<file path="src/design/rsc_pkg.sv">
// rsc_pkg: shared widths, limits, register codes, controller states and the
// control struct passed from the controller to the match unit.
// No dependencies; compile first.
`default_nettype none

package rsc_pkg;

  localparam int VALUE_W   = 32;
  localparam int ITEM_W    = 10;
  localparam int TOTAL_W   = 19;
  localparam int CFG_IDX_W = 1;

  localparam logic [ITEM_W-1:0]  ITEM_MAX  = ITEM_W'(1023);
  localparam logic [TOTAL_W-1:0] TOTAL_MAX = TOTAL_W'(524287);

  typedef enum logic [CFG_IDX_W-1:0] {
    REG_LOWER = 1'b0,
    REG_UPPER = 1'b1
  } cfg_reg_t;

  typedef enum logic [2:0] {
    S_IDLE,
    S_SETUP,
    S_SCAN,
    S_DRAIN,
    S_FINISH
  } state_t;

  typedef struct packed {
    logic clear;   // restart the hit count for a new element
    logic sample;  // read data is valid this cycle
    logic zero;    // this beat stands for entry zero, which always holds zero
  } match_ctl_t;

endpackage

`default_nettype wire

</file>
<file path="src/design/rsc_match.sv">
// rsc_match: window compare of one stored prefix per beat and hit counting.
// Depends on rsc_pkg (match_ctl_t).
`default_nettype none

module rsc_match #(
  parameter int SUM_W = 42,
  parameter int CNT_W = 11
) (
  input  wire logic                      clk,
  input  wire logic                      rst,
  input  wire rsc_pkg::match_ctl_t       ctl,
  input  wire logic signed [SUM_W-1:0]   prefix,
  input  wire logic signed [SUM_W:0]     win_lo,
  input  wire logic signed [SUM_W:0]     win_hi,
  output logic             [CNT_W-1:0]   count
);
  import rsc_pkg::*;

  logic signed [SUM_W:0] p_ext;
  logic                  hit;

  // entry zero is never written, it reads as zero here
  assign p_ext = ctl.zero ? '0 : (SUM_W+1)'(prefix);
  assign hit   = (p_ext >= win_lo) && (p_ext <= win_hi);

  always_ff @(posedge clk) begin
    if (rst || ctl.clear) begin
      count <= '0;
    end else if (ctl.sample && hit) begin
      count <= count + CNT_W'(1);
    end
  end

  // a clear never coincides with a sampled beat
  assert property (@(posedge clk) disable iff (rst) ctl.clear |-> !ctl.sample)
    else $error("match clear during sample");
  // an empty window never adds a hit
  assert property (@(posedge clk) disable iff (rst)
                   (!ctl.clear && win_lo > win_hi) |=> $stable(count))
    else $error("hit counted on empty window");
  // count moves by at most one per beat
  assert property (@(posedge clk) disable iff (rst)
                   !ctl.clear |=> (count == $past(count) ||
                                   count == $past(count) + CNT_W'(1)))
    else $error("hit count jumped");

endmodule

`default_nettype wire

</file>
<file path="config.mk">
export PLATFORM = sky130hd
export DESIGN_NAME = rsc_match
export DESIGN_NICKNAME = d
export VERILOG_FILES = /design/src/design/rsc_pkg.sv /design/src/design/rsc_match.sv
export SDC_FILE = /design/constraint.sdc
export NUM_CORES = 1
export LEC_CHECK = 0
export BUFFER_PORTS_ARGS = -buffer_cell sky130_fd_sc_hd__clkbuf_2
export CORE_UTILIZATION = 45
export CTS_BUF_LIST = sky130_fd_sc_hd__clkbuf_16
export DETAILED_ROUTE_END_ITERATION = 8
export GPL_TIMING_DRIVEN = 1
export PLACE_DENSITY = 0.79
export SYNTH_ARGS = -nofsm -noshare
export SYNTH_HDL_FRONTEND = slang
export SYNTH_SLANG_ARGS = --single-unit
</file>
<file path="constraint.sdc">
create_clock -name clk -period 3.8 [get_ports clk]
set_input_delay 0.38 -clock clk [delete_from_list [all_inputs] [get_ports clk]]
set_output_delay 0.38 -clock clk [all_outputs]
set_load 0.02 [all_outputs]
</file>
# == Word-level counts from Yosys, hierarchy flattened ==
# Index checks and enable logic that the tools add are counted.
# Widths: inputs -> output; s select.
# word_totals
latchBits,0
rom_bits,0
regBits,11
output_inout_bits,11
inputBits,133
memories,0
word_cells,8
ram_bits,0
# op_classes
eq_ne,0
div_mod_pow,0
magnitude_cmp,2
add_sub_neg,1
mux,1
n_bitwise,0
shift,0
reduce_logical,3
mul,0
# ops
op,n
$ge 43x43->1,1
$le 43x43->1,1
$mux 43,1
$add 11x1->11 const B,1
$logic_and 1x1->1,2
$logic_or 1x1->1,1

# == Logic depth before layout (Yosys ltp) ==
# depth
depth_word,4
mapped_depth,14
mapped_depth_nobuf,11

# == Worst setup path after synthesis ==
# Ideal clock, no wire load.
# synth_timing
kind,input -> register
from,in ctl[0] (netlist bit)
to,reg count[6]
stages,13
n_path_buf,2
t_arrival_ps,3386
t_required_ps,3730
setup_time_ps,70
setup_slack_ps,344
cell_sequence,clkbuf_1 nor2b_1 ha_1 nand2_1 or3_1 or4_4 nor4b_4 a22o_1 a31o_2 o211ai_2 buf_6 or4_1 a21oi_1
# synth_between
elab_chain_len,4
elab_cells_between_ends,5
classes_between,order compare: 2; mux: 1; reduce/logical: 2
# synth_lines
item,line_no,source
"start, declared",rsc_match.sv:11,"input wire rsc_pkg::match_ctl_t ctl,"
$mux 43 *,rsc_match.sv:23,assign p_ext = ctl.zero ? '0 : (SUM_W+1)'(prefix);
$ge 43x43->1 / $le 43x43->1 (equally long branches),rsc_match.sv:24,assign hit = (p_ext >= win_lo) && (p_ext <= win_hi);
$logic_and 1x1->1 *,rsc_match.sv:24,
$logic_and 1x1->1 *,rsc_match.sv:29,end else if (ctl.sample && hit) begin
"end signal, assigned",rsc_match.sv:30,count <= count + CNT_W'(1);
"end, declared",rsc_match.sv:15,output logic [CNT_W-1:0] count
# Every way passes the cells marked *; elsewhere a longest branch is shown, timed or not.
# A chain may end at the register's enable or synchronous reset.

# == Worst setup path in the final report ==
# layout_timing
from,in ctl[0] (netlist bit)
to,reg count[10]
# Same word-level chain as after synthesis.

==> impl_results.md <==
- Status: finished, final reports clean
- Detailed placement HPWL: 7100 um
- Slew at the pin closest to its max-slew limit: 0.633 ns
- Total GRT Usage: 0.224
- Clock H-tree levels: 1
- CP required: 3.97 ns
- Fin Setup TNS: 0 ns
- Root buf cell: clkbuf_16
- Synth cell types: 40
- Clock-pin slew on the worst setup and hold paths: 0.04 ns
- Area delta synth->final: 30.5%
- Clock Sinks: 11
- Ratio of final minimum period to clock period: 0.919
- Nets: approximately 780
- Gpl congestion: 0.865
- Synthesized area per cell: just over 7 um^2
- Post-route minimum period: 3.49 ns
- Max_cap viols: 0
- Height of the die: around 83 um
- Biggest register: count
- Remaining DRCs: 0
- Final hold vios: 0
- Synth Warn #: 0
- Fin Clk Skew: roughly 0.0016 ns
- Vias in the first global route: 3203
- Mapped Cells: 412
- DIE AREA: 6940 um^2
- CP max FO: 21
- Leakage: between 0.002 and 0.0025 uW
- Pins over their slew limit: 0
- Pre-antenna DRT Iters: 4
- # hold bufs at CTS: 0
- Num ports: 144
- Biggest regs: count x11
- DRT antenna net count: 0
- Final non-filler cell total: between 600 and 700
- Iter 0 DRT Violations: between 80 and 90
- Maximum clock frequency: 286 MHz
- Vias after detailed routing: ~3300
- Worst VDD drop: 0.255 mV
- Num CTS Buffers: 3
- Port buffer count: ~140
- Power per cell area: around 160 nW/um^2
- Crit path arrival time: 3.66 ns
- Syn nets: 630
- Initial Util: 0.469
- Most frequent cells in the layout: clkbuf_2 (143), inv_1 (93), ha_1 (85)
- Max Buffers Root-to-Sink: 2
- Grt ovf: 0
- Max reg flops: 11
- Vias per cell: ~5.2
- Routed WL per cell: 12.5 um
- Commonest non-fill, non-tap cell in the layout: clkbuf_2
- Antenna Diode Count: 0
- Seq cells post-synth: 11
- Critical setup path kind: in -> reg
- Layout cell share with drive strength beyond 1: 0.282
- Inst Count DP: 629
- Routed WL: a little under 8000 um
- Initial antenna violation count: 0
- First-pass GRT wire length: 13200 um
- Min-Delay Path Class: reg -> reg
- Post-Syn Area: 2980 um^2
- Die span in x: 83.3 um
- Rows: 29
- Post-CTS setup buffer count: 0
- Core footprint: 6350 um^2
- # setup viols final: 0
- RSZ-0062 raised after global routing: false
- CTS tree: built
- Slew Limit Headroom: 0.567
- Latest clock arrival within the worst-skew pair: 0.24 ns
- Worst setup EP type: flip-flop
- Largest net degree at the start of global routing: 23
- Startpoint class of the critical path: input port
- Seq/Total Area, Yosys: 0.0740
## worst paths after layout
path | cells past startpoint | end | from | slack (ns)
min reg2reg | 2 | count[9] | count[9] | 0.51
max | 13 | count[10] | ctl[0] | 0.31
min | 2 | count[9] | count[9] | 0.51
max reg2reg | 4 | count[6] | count[0] | 2.31
## cell families after synthesis
family / Yosys count / synth area share
flip-flops: 11 / 0.0740
multiplexers: 1 / 0.00336
buffers and inverters: 100 / 0.129
adder cells (fa/ha/maj): 85 / 0.357
XOR/XNOR: 4 / 0.0118
AO/OA/AOI/OAI: 87 / 0.182
AND/OR/NAND/NOR: 124 / 0.243
## stage by stage
step,hold WS [ns],util,setup WS (ns),total power [uW],instance area [um^2]
after floorplan,0.547,-,0.344,305,2980
after global placement,0.479,0.598,0.131,411,3800
after detailed placement,0.503,0.598,-0.00559,422,3800
after CTS,0.503,0.610,0.250,618,3880
after global routing,0.527,0.612,0.0623,672,3880
final,0.507,0.612,0.309,617,3880
## critical path, cell delays in order
cell and delay [ns]:
clkbuf_2 0.11, buf_4 0.21, nor2b_1 0.22, ha_1 0.29, a21oi_1 0.14, o21ai_0 0.10, a221o_1 0.35, a2111o_1 0.40
nor3_1 0.23, xor2_1 0.30, o211ai_4 0.22, or4_1 0.54, a21oi_1 0.16
## cells in the mapped netlist, drive strengths merged
cell type,instances,area share
a2111oi,1,0.0029
inv,93,0.12
o211ai,2,0.0067
a221oi,2,0.0059
a211oi,6,0.015
buf,2,0.0055
clkbuf,5,0.0063
o21ai,15,0.025
nand4,17,0.036
dfxtp,11,0.074
nor4b,1,0.0080
mux2i,1,0.0034
a21oi,39,0.066
and3,2,0.0042
a2bb2oi,1,0.0029
o31ai,5,0.013
a21o,9,0.023
nor2b,42,0.088
nand3b,2,0.0050
nand3,12,0.020
or4,5,0.014
or3,6,0.013
nor4,4,0.0084
or2,1,0.0021
nor3,3,0.0050
a221o,1,0.0034
a31o,2,0.0059
xor2,2,0.0059
nand2,18,0.023
o311ai,2,0.0059
nand2b,2,0.0042
a22o,1,0.0029
nor2,8,0.010
xnor2,2,0.0059
nor3b,1,0.0025
ha,85,0.36
a2111o,1,0.0038
## timing repair
action                                  4_1_cts  5_1_grt
endpoints found under the hold margin         0        0
endpoints found under the setup margin        0        1
gates resized for setup                       0        1
## area by class of cell
type                    instances  area [um^2]
inverters                      93          349
fillers                       582         2460
repair buffers                147          758
clock buffers                   3         75.1
multi-input cells             301         2380
flip-flops and latches         11          220
well taps                      77         96.3
clock inverters                 1         5.00
## report_power, final
| group | internal, uW | switching (uW) | total [uW] |
|---|---|---|---|
| combinational | 151 | 155 | 306 |
| clock | 140 | 55.0 | 195 |
| sequential | 116 | 0.679 | 117 |
## per-layer routing
metal,vias up,global-route usage,wire length [um]
li1,1718,-,-
met1,1463,0.263,3390
met2,120,0.438,3940
met3,10,0.0229,474
met4,0,0.0345,82
met5,-,0,0
(Power assumes the default switching activity.)
